### src/rtl/acf_pkg.sv
`timescale 1ns / 1ps

package acf_pkg;

  // Fixed widths of the arithmetic
  localparam int CORDIC_STEPS = 16;
  localparam int TAB_LEN      = 24;
  localparam int CORDIC_N     = (CORDIC_STEPS < TAB_LEN) ? CORDIC_STEPS : TAB_LEN;
  localparam int SQRT_STEPS   = 30;
  localparam int CW           = 52;   // CORDIC x and y
  localparam int ZW           = 34;   // angles, sines and cosines
  localparam int MW           = 34;   // multiplier operands
  localparam int AW           = 64;   // accumulator
  localparam int PCW          = 6;    // sequence counter
  localparam int ITW          = 5;    // iteration counter

  // Iteration counter values of the last square root and CORDIC passes
  localparam logic [ITW-1:0] SQRT_LAST   = ITW'(SQRT_STEPS - 1);
  localparam logic [ITW-1:0] CORDIC_LAST = ITW'(CORDIC_N - 1);

  localparam logic signed [ZW-1:0] ANG_PI      = 34'sd3373259426;
  localparam logic signed [ZW-1:0] ANG_HALF_PI = 34'sd1686629713;
  localparam logic signed [ZW-1:0] GAIN_INV    = 34'sd652032874;

  typedef struct packed {
    logic signed [15:0] accel_x;
    logic signed [15:0] accel_y;
    logic signed [15:0] accel_z;
    logic signed [15:0] gyro_x;
    logic signed [15:0] gyro_y;
    logic signed [15:0] gyro_z;
    logic signed [15:0] mag_x;
    logic signed [15:0] mag_y;
    logic signed [15:0] mag_z;
  } acf_in_t;

  typedef struct packed {
    logic signed [15:0] pitch_angle;
    logic signed [15:0] roll_angle;
    logic signed [15:0] yaw_angle;
  } acf_out_t;

  typedef enum logic [0:0] {
    CFG_TIME_STEP,
    CFG_BLEND_WEIGHT
  } cfg_idx_t;

  typedef enum logic [4:0] {
    MUL_NONE, MUL_AXAX, MUL_AZAZ, MUL_MXCP, MUL_MZSP, MUL_SRSP, MUL_SRCP,
    MUL_MXT1, MUL_MYCR, MUL_MZT2, MUL_GX, MUL_GY, MUL_GZ,
    MUL_AP, MUL_AR, MUL_AY, MUL_BP, MUL_BR, MUL_BY
  } mul_sel_t;

  typedef enum logic [2:0] {
    ACC_NONE, ACC_LOAD, ACC_ADD, ACC_SUB, ACC_LOAD4
  } acc_op_t;

  typedef enum logic [4:0] {
    ST_NONE, ST_SQRT_INIT, ST_VEC_P, ST_VEC_R, ST_VEC_Y, ST_ROT_P, ST_ROT_R,
    ST_PREF, ST_RREF, ST_YREF, ST_SCP, ST_SCR, ST_XH, ST_YH, ST_T1, ST_T2,
    ST_PINT, ST_RINT, ST_YINT, ST_OP, ST_OR, ST_OY
  } st_op_t;

  typedef enum logic [1:0] {
    IT_NONE, IT_SQRT, IT_CORDIC
  } iter_t;

  typedef enum logic [1:0] {
    S_IDLE, S_RUN, S_ITER, S_OUT
  } state_t;

  // One entry of the sequence program
  typedef struct packed {
    mul_sel_t mul;
    acc_op_t  acc;
    st_op_t   st;
    iter_t    iter;
    logic     last;
  } prog_t;

  // Command word from the controller to the datapath
  typedef struct packed {
    mul_sel_t         mul;
    acc_op_t          acc;
    st_op_t           st;
    iter_t            step;
    logic [ITW-1:0]   idx;
    logic             ld_in;
    logic             ld_out;
  } dp_cmd_t;

  // Arctangent of 2^-i with 30 fractional bits, truncated
  function automatic logic signed [ZW-1:0] atan_tab(input logic [ITW-1:0] i);
    logic signed [ZW-1:0] v;
    unique case (i)
      5'd0:    v = 34'sh3243F6A8;
      5'd1:    v = 34'sh1DAC6705;
      5'd2:    v = 34'sh0FADBAFC;
      5'd3:    v = 34'sh07F56EA6;
      5'd4:    v = 34'sh03FEAB76;
      5'd5:    v = 34'sh01FFD55B;
      5'd6:    v = 34'sh00FFFAAA;
      5'd7:    v = 34'sh007FFF55;
      5'd8:    v = 34'sh003FFFEA;
      5'd9:    v = 34'sh001FFFFD;
      5'd10:   v = 34'sh000FFFFF;
      5'd11:   v = 34'sh0007FFFF;
      5'd12:   v = 34'sh0003FFFF;
      5'd13:   v = 34'sh0001FFFF;
      5'd14:   v = 34'sh0000FFFF;
      5'd15:   v = 34'sh00007FFF;
      5'd16:   v = 34'sh00003FFF;
      5'd17:   v = 34'sh00001FFF;
      5'd18:   v = 34'sh00000FFF;
      5'd19:   v = 34'sh000007FF;
      5'd20:   v = 34'sh000003FF;
      5'd21:   v = 34'sh000001FF;
      5'd22:   v = 34'sh000000FF;
      5'd23:   v = 34'sh0000007F;
      default: v = '0;
    endcase
    return v;
  endfunction

  function automatic prog_t mk(input mul_sel_t m, input acc_op_t a, input st_op_t s,
                               input iter_t it, input logic l);
    prog_t p;
    p.mul  = m;
    p.acc  = a;
    p.st   = s;
    p.iter = it;
    p.last = l;
    return p;
  endfunction

  // Sequence of datapath operations for one sample. A product issued in one
  // entry is taken by the accumulator in the next one.
  function automatic prog_t prog(input logic [PCW-1:0] pc);
    prog_t p;
    unique case (pc)
      6'd0:    p = mk(MUL_AXAX, ACC_NONE,  ST_NONE,      IT_NONE,   1'b0);
      6'd1:    p = mk(MUL_AZAZ, ACC_LOAD,  ST_NONE,      IT_NONE,   1'b0);
      6'd2:    p = mk(MUL_NONE, ACC_ADD,   ST_NONE,      IT_NONE,   1'b0);
      6'd3:    p = mk(MUL_NONE, ACC_NONE,  ST_SQRT_INIT, IT_SQRT,   1'b0);
      6'd4:    p = mk(MUL_NONE, ACC_NONE,  ST_VEC_P,     IT_CORDIC, 1'b0);
      6'd5:    p = mk(MUL_NONE, ACC_NONE,  ST_PREF,      IT_NONE,   1'b0);
      6'd6:    p = mk(MUL_NONE, ACC_NONE,  ST_VEC_R,     IT_CORDIC, 1'b0);
      6'd7:    p = mk(MUL_NONE, ACC_NONE,  ST_RREF,      IT_NONE,   1'b0);
      6'd8:    p = mk(MUL_NONE, ACC_NONE,  ST_ROT_P,     IT_CORDIC, 1'b0);
      6'd9:    p = mk(MUL_NONE, ACC_NONE,  ST_SCP,       IT_NONE,   1'b0);
      6'd10:   p = mk(MUL_NONE, ACC_NONE,  ST_ROT_R,     IT_CORDIC, 1'b0);
      6'd11:   p = mk(MUL_NONE, ACC_NONE,  ST_SCR,       IT_NONE,   1'b0);
      6'd12:   p = mk(MUL_MXCP, ACC_NONE,  ST_NONE,      IT_NONE,   1'b0);
      6'd13:   p = mk(MUL_MZSP, ACC_LOAD,  ST_NONE,      IT_NONE,   1'b0);
      6'd14:   p = mk(MUL_NONE, ACC_ADD,   ST_NONE,      IT_NONE,   1'b0);
      6'd15:   p = mk(MUL_SRSP, ACC_NONE,  ST_XH,        IT_NONE,   1'b0);
      6'd16:   p = mk(MUL_NONE, ACC_LOAD,  ST_NONE,      IT_NONE,   1'b0);
      6'd17:   p = mk(MUL_SRCP, ACC_NONE,  ST_T1,        IT_NONE,   1'b0);
      6'd18:   p = mk(MUL_NONE, ACC_LOAD,  ST_NONE,      IT_NONE,   1'b0);
      6'd19:   p = mk(MUL_MXT1, ACC_NONE,  ST_T2,        IT_NONE,   1'b0);
      6'd20:   p = mk(MUL_MYCR, ACC_LOAD,  ST_NONE,      IT_NONE,   1'b0);
      6'd21:   p = mk(MUL_MZT2, ACC_ADD,   ST_NONE,      IT_NONE,   1'b0);
      6'd22:   p = mk(MUL_NONE, ACC_SUB,   ST_NONE,      IT_NONE,   1'b0);
      6'd23:   p = mk(MUL_NONE, ACC_NONE,  ST_YH,        IT_NONE,   1'b0);
      6'd24:   p = mk(MUL_NONE, ACC_NONE,  ST_VEC_Y,     IT_CORDIC, 1'b0);
      6'd25:   p = mk(MUL_GX,   ACC_NONE,  ST_YREF,      IT_NONE,   1'b0);
      6'd26:   p = mk(MUL_GY,   ACC_LOAD,  ST_NONE,      IT_NONE,   1'b0);
      6'd27:   p = mk(MUL_GZ,   ACC_LOAD,  ST_PINT,      IT_NONE,   1'b0);
      6'd28:   p = mk(MUL_NONE, ACC_LOAD,  ST_RINT,      IT_NONE,   1'b0);
      6'd29:   p = mk(MUL_AP,   ACC_NONE,  ST_YINT,      IT_NONE,   1'b0);
      6'd30:   p = mk(MUL_BP,   ACC_LOAD4, ST_NONE,      IT_NONE,   1'b0);
      6'd31:   p = mk(MUL_AR,   ACC_ADD,   ST_NONE,      IT_NONE,   1'b0);
      6'd32:   p = mk(MUL_BR,   ACC_LOAD4, ST_OP,        IT_NONE,   1'b0);
      6'd33:   p = mk(MUL_AY,   ACC_ADD,   ST_NONE,      IT_NONE,   1'b0);
      6'd34:   p = mk(MUL_BY,   ACC_LOAD4, ST_OR,        IT_NONE,   1'b0);
      6'd35:   p = mk(MUL_NONE, ACC_ADD,   ST_NONE,      IT_NONE,   1'b0);
      6'd36:   p = mk(MUL_NONE, ACC_NONE,  ST_OY,        IT_NONE,   1'b1);
      default: p = mk(MUL_NONE, ACC_NONE,  ST_NONE,      IT_NONE,   1'b1);
    endcase
    return p;
  endfunction

endpackage

### src/rtl/acf_ctrl.sv
`timescale 1ns / 1ps

module acf_ctrl (
  input  logic              clk,
  input  logic              rst_n,
  input  logic              in_valid,
  output logic              in_stall,
  output logic              out_valid,
  input  logic              out_stall,
  output acf_pkg::dp_cmd_t  cmd
);

  acf_pkg::state_t                state_r, state_nxt;
  logic [acf_pkg::PCW-1:0]        pc_r, pc_nxt;
  logic [acf_pkg::ITW-1:0]        it_r, it_nxt;
  acf_pkg::iter_t                 mode_r, mode_nxt;
  logic                           ov_r, ov_nxt;
  acf_pkg::prog_t                 op;
  logic                           it_last;

  assign op        = acf_pkg::prog(pc_r);
  assign out_valid = ov_r;
  assign in_stall  = (state_r != acf_pkg::S_IDLE);

  // Last pass of the running iteration
  always_comb begin
    unique case (mode_r)
      acf_pkg::IT_SQRT:   it_last = (it_r == acf_pkg::SQRT_LAST);
      acf_pkg::IT_CORDIC: it_last = (it_r == acf_pkg::CORDIC_LAST);
      default:            it_last = 1'b1;
    endcase
  end

  // State register
  always_ff @(posedge clk) begin
    if (!rst_n) begin
      state_r <= acf_pkg::S_IDLE;
      pc_r    <= '0;
      it_r    <= '0;
      mode_r  <= acf_pkg::IT_NONE;
      ov_r    <= 1'b0;
    end else begin
      state_r <= state_nxt;
      pc_r    <= pc_nxt;
      it_r    <= it_nxt;
      mode_r  <= mode_nxt;
      ov_r    <= ov_nxt;
    end
  end

  // Next state and datapath commands
  always_comb begin
    state_nxt  = state_r;
    pc_nxt     = pc_r;
    it_nxt     = it_r;
    mode_nxt   = mode_r;
    ov_nxt     = ov_r && out_stall;
    cmd.mul    = acf_pkg::MUL_NONE;
    cmd.acc    = acf_pkg::ACC_NONE;
    cmd.st     = acf_pkg::ST_NONE;
    cmd.step   = acf_pkg::IT_NONE;
    cmd.idx    = it_r;
    cmd.ld_in  = 1'b0;
    cmd.ld_out = 1'b0;
    unique case (state_r)
      acf_pkg::S_IDLE: begin
        if (in_valid) begin
          cmd.ld_in = 1'b1;
          pc_nxt    = '0;
          state_nxt = acf_pkg::S_RUN;
        end
      end
      acf_pkg::S_RUN: begin
        cmd.mul = op.mul;
        cmd.acc = op.acc;
        cmd.st  = op.st;
        if (op.last) begin
          state_nxt = acf_pkg::S_OUT;
        end else if (op.iter != acf_pkg::IT_NONE) begin
          mode_nxt  = op.iter;
          it_nxt    = '0;
          state_nxt = acf_pkg::S_ITER;
        end else begin
          pc_nxt = pc_r + 1'b1;
        end
      end
      acf_pkg::S_ITER: begin
        cmd.step = mode_r;
        it_nxt   = it_r + 1'b1;
        if (it_last) begin
          pc_nxt    = pc_r + 1'b1;
          state_nxt = acf_pkg::S_RUN;
        end
      end
      acf_pkg::S_OUT: begin
        if (!ov_r || !out_stall) begin
          cmd.ld_out = 1'b1;
          ov_nxt     = 1'b1;
          state_nxt  = acf_pkg::S_IDLE;
        end
      end
      default: state_nxt = acf_pkg::S_IDLE;
    endcase
  end

endmodule

### config.mk
export PLATFORM = sky130hd
export DESIGN_NAME = acf_ctrl
export DESIGN_NICKNAME = d
export VERILOG_FILES = /design/src/rtl/acf_pkg.sv /design/src/rtl/acf_ctrl.sv
export SDC_FILE = /design/constraint.sdc
export NUM_CORES = 1
export LEC_CHECK = 0
export ABC_AREA = 0
export BUFFER_PORTS_ARGS = -buffer_cell sky130_fd_sc_hd__buf_2
export CORE_MARGIN = 2
export CORE_UTILIZATION = 58
export CTS_CLUSTER_DIAMETER = 30
export DETAILED_ROUTE_END_ITERATION = 10
export GPL_TIMING_DRIVEN = 0
export PLACE_DENSITY_LB_ADDON = 0.05
export REMOVE_ABC_BUFFERS = 1
export SLEW_MARGIN = 20
export SYNTH_ARGS = -nofsm -noshare
export SYNTH_HDL_FRONTEND = slang
export SYNTH_SLANG_ARGS = --single-unit
### constraint.sdc
create_clock -name clk -period 3.8 [get_ports clk]
set_input_delay 0.76 -clock clk [delete_from_list [all_inputs] [get_ports clk]]
set_output_delay 0.76 -clock clk [all_outputs]
set_load 0.005 [all_outputs]
==> results of run 1 <==
==> kinds of logic (layout without fill, tap and decap cells) <==
group / Yosys count / count (layout) / synth area share
mux: 9 / 9 / 0.04348
xor+xnor: 6 / 6 / 0.02342
compound gates: 70 / 70 / 0.2263
fa+ha+maj: 13 / 13 / 0.07247
simple gates: 116 / 116 / 0.2854
buf+inv: 36 / 55 / 0.07246
flops: 31 / 31 / 0.2765
==> layer usage <==
layer  share of wire  vias up  GRT usage
met5               0        -          0
met2            0.49       43     0.4038
met1            0.46      947     0.3239
met4           0.014        0    0.07908
met3           0.039        9    0.04429
li1                -     1043          -
==> stage by stage <==
| step | power [mW] | util | cells | hold WS, ns | area [µm²] |
|---|---|---|---|---|---|
| global placement | 0.8293 | 0.6367 | 339 | 0.4644 | 2349 |
| CTS | 1.169 | 0.6686 | 347 | 0.4833 | 2466 |
| detailed placement | 0.8341 | 0.6367 | 339 | 0.4723 | 2349 |
| global route | 1.280 | 0.6774 | 348 | 0.5261 | 2499 |
| floorplan | 0.7234 | - | 264 | 0.4434 | 2153 |
| finish | 1.199 | 0.6774 | 348 | 0.4778 | 2499 |
==> timing repair <==
action	in CTS	in global routing
hold buffers	0	0
setup endpoints to repair	0	4
setup buffers	0	1
gates resized for setup	0	5
==> flip-flops by register name (all words and copies together) (netlist names) <==
signal	count
op	15
pc_r	6
it_r	5
mode_r	2
state_r	2
out_valid	1
==> layout make-up <==
cell class / count / area, µm² / share of cell area
inverter: 19 / 71.32 / 0.02854
clock buffer: 6 / 82.58 / 0.03305
timing repair buffer: 28 / 142.6 / 0.05709
multi-input combinational: 214 / 1486 / 0.5949
clock inverter: 2 / 35.03 / 0.01402
tap: 48 / 60.06 / 0.02404
sequential: 31 / 620.6 / 0.2484
==> worst max-delay path by stage <==
stage,from,cells after the start,end
global placement,state_r[0]$_SDFFE_PN0P_,13,op[5]$_DFF_P_
finish,state_r[1]$_SDFFE_PN0P_,13,op[5]$_DFF_P_
CTS,state_r[0]$_SDFFE_PN0P_,13,op[5]$_DFF_P_
detailed placement,state_r[0]$_SDFFE_PN0P_,13,op[5]$_DFF_P_
floorplan,state_r[0]$_SDFFE_PN0P_,13,op[5]$_DFF_P_
global route,state_r[1]$_SDFFE_PN0P_,13,op[5]$_DFF_P_
==> worst max-delay path: stages, from the launching register on <==
cell and delay [ns]:
dfxtp_1 0.40, inv_1 0.09, ha_1 0.36, o31ai_1 0.20, o31a_1 0.32, nand3_4 0.19, o21ai_1 0.27, nand2_1 0.22
ha_1 0.40, o21ai_0 0.12, a21oi_1 0.08, o221ai_1 0.19, o31ai_1 0.10, a221o_1 0.32
==> cell usage in the layout (no fill, tap or decap), types with 6 or more instances in the layout <==
master,instances
dfxtp_1,31
inv_1,18
buf_2,27
ha_1,13
clkbuf_8,6
nor2_1,15
and2_1,18
a21oi_1,12
nand2_1,30
nand3_1,15
o21ai_0,7
==> synth_stat cells, types with 3 or more instances <==
cell      instances
buf_1             4
and2_1           18
mux2i_1           5
buf_2             4
o211ai_1          4
a221o_1           3
ha_1             13
nand2_1          30
inv_1            18
nor2_1           15
a211o_1           3
and3_1            5
o21ai_0           8
nand3_1          15
nand3b_1          3
xnor2_1           3
mux2_2            3
a21oi_1          13
a31oi_1           3
nor3_1            5
dfxtp_1          31
nand4_1           5
a21boi_0          4
a22o_1            3
nor2b_1           4
clkbuf_1          5
or3_1             3
xor2_1            3
o31ai_1           5
==> power breakdown <==
group / total, mW / switching (mW) / internal [mW]
combinational: 0.489 / 0.299 / 0.190
sequential: 0.374 / 0.0222 / 0.351
clock: 0.336 / 0.124 / 0.212
==> results.txt, run 1 <==
----------------------------------------------------
[Outcome]
  Outcome ... completed

[Die]
  Effective utilization at floorplan ... 0.6085
  Core footprint ... 3689 µm²
  Area of the die ... 4384 µm²
  Die height ... 66.21 µm
  I/O pin cnt ... 28
  Floorplan die width ... 66.21 µm
  Number of rows created at floorplan ... 22

[GRT]
  GRT Total Usage ... 0.2457
  Via count of the first global-routing pass ... 1797
  First-pass GRT wire length ... 8328 µm
  Pin count of the biggest net entering global routing ... 27
  GR Overflow Total ... 0
  Number of antenna violations at the first check in global routing ... 0

[Logic synthesis]
  Sequential area share after synthesis ... 0.2765
  Yosys warning total ... 0
  Mapped Area ... 2245 µm²
  Top post-synthesis cells by area ... dfxtp_1 28%, ha_1 7.2%, and2_1 5.0%
  Number of enable-type register cells in the synthesized netlist ... 0
  Post-synthesis cell type with the largest combined area ... dfxtp_1
  Area fraction of the dominant cell type after synthesis ... 0.2765
  Syn Inst Count ... 281
  Synthesized area per cell ... 7.988 µm²
  Most frequently used flop master after synthesis ... dfxtp_1
  Seq cells post-synth ... 31
  Yosys cell types ... 65
  Async set-or-reset flop fraction in the synthesized netlist ... 0

[Worst setup path]
  Crit path arrival time ... 3.54 ns
  FF-to-FF path depth ... 13
  Required time of the critical path ... 3.97 ns
  Category of the most critical setup path ... flip-flop to flip-flop
  Internal reg-to-reg setup slack ... 0.43 ns
  Endpoint of the worst-slack reg-to-reg timing path ... op[5]$_DFF_P_
  Worst-path fanout max ... 17
  Startpoint Class ... flip-flop
  Endpoint class of the critical path ... flip-flop
  Reg-to-reg critical path startpoint ... state_r[1]$_SDFFE_PN0P_

[STA]
  Timing-limited maximum frequency ... 296.7 MHz
  PnR worst setup slack ... 0.4291 ns
  Hold Violations, Final ... 0
  Slew at the pin closest to its max-slew limit ... 0.7560 ns
  Worst relative slew slack ... 0.4949
  Final number of max-transition violations ... 0
  Clock tree skew after final layout ... 0.01045 ns
  Final-report setup violation count ... 0
  Setup repair after global routing missed its margin ... false
  Min Clock Period, post-route ... 3.371 ns
  Setup Total Neg Slack ... 0 ns
  Final period util ... 0.8871

[Hold path]
  Cell depth of the worst hold path ... 2
  Hold Crit Endpoint ... mode_r[0]$_SDFFE_PN0P_
  Hold Path Class ... flip-flop to flip-flop
  Hold Startpoint ... mode_r[0]$_SDFFE_PN0P_

[Place]
  Port buffer count ... 27
  Final GP Congestion ... 0.9137
  HPWL after detailed placement ... 3634 µm
  Place WS ... 0.1387 ns

[Cells and area]
  Filler cell count in the final layout ... 318
  N_diodes ... 0
  Synthesis-to-finish area growth ... 11.32%
  Fin nets ... 316
  Layout cell share with drive strength beyond 1 ... 0.1767

[CTS]
  Clock H-tree levels ... 2
  Clock root buffer ... clkbuf_8
  Register clock-pin slew on the reported worst setup and hold paths ... 0.07 ns
  Source-to-sink clock delay at the later pin of the worst-skew pair ... 0.28 ns
  Number of CTS-inserted buffers ... 5
  Maximum root-to-sink buffer count ... 2
  Clock tree sinks ... 31
  Clock tree from TritonCTS ... yes

[Flow run]
  Max-cap violation count ... 0

[Drt]
  Drt first-iter violations ... 122
  Remaining antenna violation count after routing ... 0
  Total routed wirelength ... 5042 µm
  Total via count in the routed design ... 2042
  Detailed Routing Iterations Pass 1 ... 4
  Routed WL per cell ... 14.49 µm
  Number of remaining DRC errors ... 0
  Via count normalized by instance count ... 5.868

[Pwr]
  Leakage dissipation ... 1.111 nW
  Pwr Density ... 479.7 nW/µm²
  Peak supply drop ... 0.3016 mV

----------------------------------------------------
No activity file was read; power rests on OpenSTA's default activity.
==> run 2, diff against run 1 <==
--- a/config.mk
+++ b/config.mk
@@ -8,12 +8,13 @@
 export ABC_AREA = 0
 export BUFFER_PORTS_ARGS = -buffer_cell sky130_fd_sc_hd__buf_2
 export CORE_MARGIN = 2
-export CORE_UTILIZATION = 58
+export CORE_UTILIZATION = 63
 export CTS_CLUSTER_DIAMETER = 30
 export DETAILED_ROUTE_END_ITERATION = 10
 export GPL_TIMING_DRIVEN = 0
 export PLACE_DENSITY_LB_ADDON = 0.05
 export REMOVE_ABC_BUFFERS = 1
+export SETUP_SLACK_MARGIN = 0.2
 export SLEW_MARGIN = 20
 export SYNTH_ARGS = -nofsm -noshare
 export SYNTH_HDL_FRONTEND = slang
==> constraint.sdc (replaced) <==
create_clock -name clk -period 4.2 [get_ports clk]
set_input_delay 0.84 -clock clk [delete_from_list [all_inputs] [get_ports clk]]
set_output_delay 0.84 -clock clk [all_outputs]
set_load 0.005 [all_outputs]
==> results.txt, run 2 (same netlist as run 1, synthesis figures left out) <==
----------------------------------------------------
[GRT]
  Via count of the first global-routing pass ... 1904 (+6.0%)
  GR Overflow Total ... 0 (unchanged)
  Number of antenna violations at the first check in global routing ... 0 (unchanged)
  GRT Total Usage ... 0.2682 (+0.02247)
  Pin count of the biggest net entering global routing ... 27 (unchanged)
  First-pass GRT wire length ... 8590 µm (+3.1%)

[STA]
  Setup repair after global routing missed its margin ... false
  PnR worst setup slack ... 0.5986 ns (+0.1695 ns)
  Final Hold Slack ... 0.4758 ns (-0.002034 ns)
  Timing-limited maximum frequency ... 277.7 MHz (-6.4%)
  Final-report setup violation count ... 0 (unchanged)
  Hold Violations, Final ... 0 (unchanged)
  Slew at the pin closest to its max-slew limit ... 0.7209 ns (-0.03516 ns)
  Clock tree skew after final layout ... 0.008836 ns (-0.001614 ns)
  Final number of max-transition violations ... 0 (unchanged)
  Final period util ... 0.8575 (-0.02960)
  Worst relative slew slack ... 0.5184 (+0.02349)
  Setup Total Neg Slack ... 0 ns (unchanged)
  Min Clock Period, post-route ... 3.601 ns (+0.2305 ns)

[Flow run]
  Max-cap violation count ... 0 (unchanged)

[Cells and area]
  Max FFs per register ... 15 (unchanged)
  Synthesis-to-finish area growth ... 9.309%
  Commonest cells after routing, fill and taps aside ... 31 x dfxtp_1, 30 x nand2_1, 27 x buf_2
  Fin nets ... 315 (-0.32%)
  N_diodes ... 0 (unchanged)
  Most common cell after layout, fill and taps aside ... dfxtp_1
  Layout cell share with drive strength beyond 1 ... 0.1706 (-0.006098)
  Number of standard cells in the layout, taps in and fillers out ... 345 (-0.86%)

[CTS]
  Register clock-pin slew on the reported worst setup and hold paths ... 0.10 ns (+0.03 ns)
  Source-to-sink clock delay at the later pin of the worst-skew pair ... 0.35 ns (+0.07 ns)
  Number of CTS-inserted buffers ... 5 (unchanged)
  CTS hold repair buffers ... 0 (unchanged)
  Clock tree sinks ... 31 (unchanged)
  Setup repair bufs after CTS ... 0 (unchanged)
  Maximum root-to-sink buffer count ... 2 (unchanged)
  Clock H-tree levels ... 2 (unchanged)
  Clock root buffer ... clkbuf_4
  Clock tree from TritonCTS ... yes

[Pwr]
  Leakage dissipation ... 1.093 nW (-1.6%)
  Peak supply drop ... 0.2500 mV (-17%)
  Pwr Density ... 416.6 nW/µm² (-13%)

[Worst setup path]
  Required time of the critical path ... 4.44 ns (+0.47 ns)
  Crit path arrival time ... 3.84 ns (+0.30 ns)
  Endpoint class of the critical path ... flip-flop
  Startpoint Class ... flip-flop
  Worst-path fanout max ... 10 (-7)
  Category of the most critical setup path ... flip-flop to flip-flop

[Drt]
  Drt first-iter violations ... 159 (+30%)
  Total routed wirelength ... 5089 µm (+0.93%)
  Detailed Routing Iterations Pass 1 ... 5 (+1)
  Via count normalized by instance count ... 6.090 (+3.8%)
  Number of remaining DRC errors ... 0 (unchanged)
  Remaining antenna violation count after routing ... 0 (unchanged)
  Routed WL per cell ... 14.75 µm (+1.8%)
  Total via count in the routed design ... 2101 (+2.9%)

[Die]
  Number of rows created at floorplan ... 21 (-4.5%)
  Effective utilization at floorplan ... 0.6622 (+0.05369)
  Core footprint ... 3390 µm² (-8.1%)
  I/O pin cnt ... 28 (unchanged)
  Floorplan die width ... 63.69 µm (-3.8%)
  Area of the die ... 4056 µm² (-7.5%)
  Die height ... 63.69 µm (-3.8%)

[Outcome]
  Outcome ... completed

[Place]
  Cell total after placement ... 337 (-0.59%)
  HPWL after detailed placement ... 3647 µm (+0.36%)
  Final GP Congestion ... 0.9505 (+4.0%)
  Port buffer count ... 27 (unchanged)
  Place WS ... 0.5284 ns (+0.3896 ns)

[Hold path]
  Hold Path Class ... flip-flop to flip-flop

----------------------------------------------------
==> run 2: changes by cell type in the layout (fill, tap and decap cells not counted), sizes merged <==
cell,before,now
buf,28,27
==> run 2: metrics by stage <==
| stage | utilization | total power [mW] | instance area (µm²) |
|---|---|---|---|
| global placement | 0.6921 | 0.7474 | 2346 |
| CTS | 0.7176 | 1.006 | 2432 |
| finish | 0.7239 | 1.022 | 2454 |
| detailed placement | 0.6921 | 0.7567 | 2346 |
| global route | 0.7239 | 1.099 | 2454 |
| floorplan | - | 0.6545 | 2153 |
==> run 2: worst max-delay path, stage by stage, from the launching register on <==
cell      delay [ns]
dfxtp_1         0.42
inv_1           0.09
ha_1            0.30
and2b_1         0.25
a21oi_1         0.45
nand3_4         0.26
o21ai_1         0.27
nand2_1         0.22
ha_1            0.39
o21ai_0         0.12
a21oi_1         0.09
o221ai_1        0.20
o31ai_1         0.11
a221o_1         0.32
==> run 2: repair_timing <==
action	in CTS	in global routing
endpoints found under the hold margin	0	0
endpoints found under the setup margin	0	1
resized for setup	0	4
==> run 2: path summary, 6_finish.rpt <==
| path | cells past startpoint | to | from | slack (ns) |
|---|---|---|---|---|
| max | 13 | op[5]$_DFF_P_ | state_r[0]$_SDFFE_PN0P_ | 0.60 |
| min | 2 | mode_r[0]$_SDFFE_PN0P_ | mode_r[0]$_SDFFE_PN0P_ | 0.48 |
| max reg2reg | 13 | op[5]$_DFF_P_ | state_r[0]$_SDFFE_PN0P_ | 0.60 |
| min reg2reg | 2 | mode_r[0]$_SDFFE_PN0P_ | mode_r[0]$_SDFFE_PN0P_ | 0.48 |
==> run 2: layout make-up <==
type,instances,area (µm²)
Multi-Input combinational cell,214,1483
Fill cell,304,935.9
Sequential cell,31,620.6
Timing Repair Buffer,27,135.1
Inverter,19,71.32
Tap cell,46,57.56
Clock buffer,6,51.30
Clock inverter,2,35.03
==> run 2: where the power goes <==
group / switching [mW] / internal [mW] / total [mW]
Combinational: 0.269 / 0.164 / 0.433
Clock: 0.109 / 0.141 / 0.250
Sequential: 0.0216 / 0.318 / 0.339
==> run 2: per-layer routing <==
layer	vias to the layer above	track usage	routed length, µm
met5	-	0	0
met2	77	0.4461	2462
met3	10	0.05000	359
met4	0	0.1087	60
li1	1040	-	-
met1	974	0.3400	2206
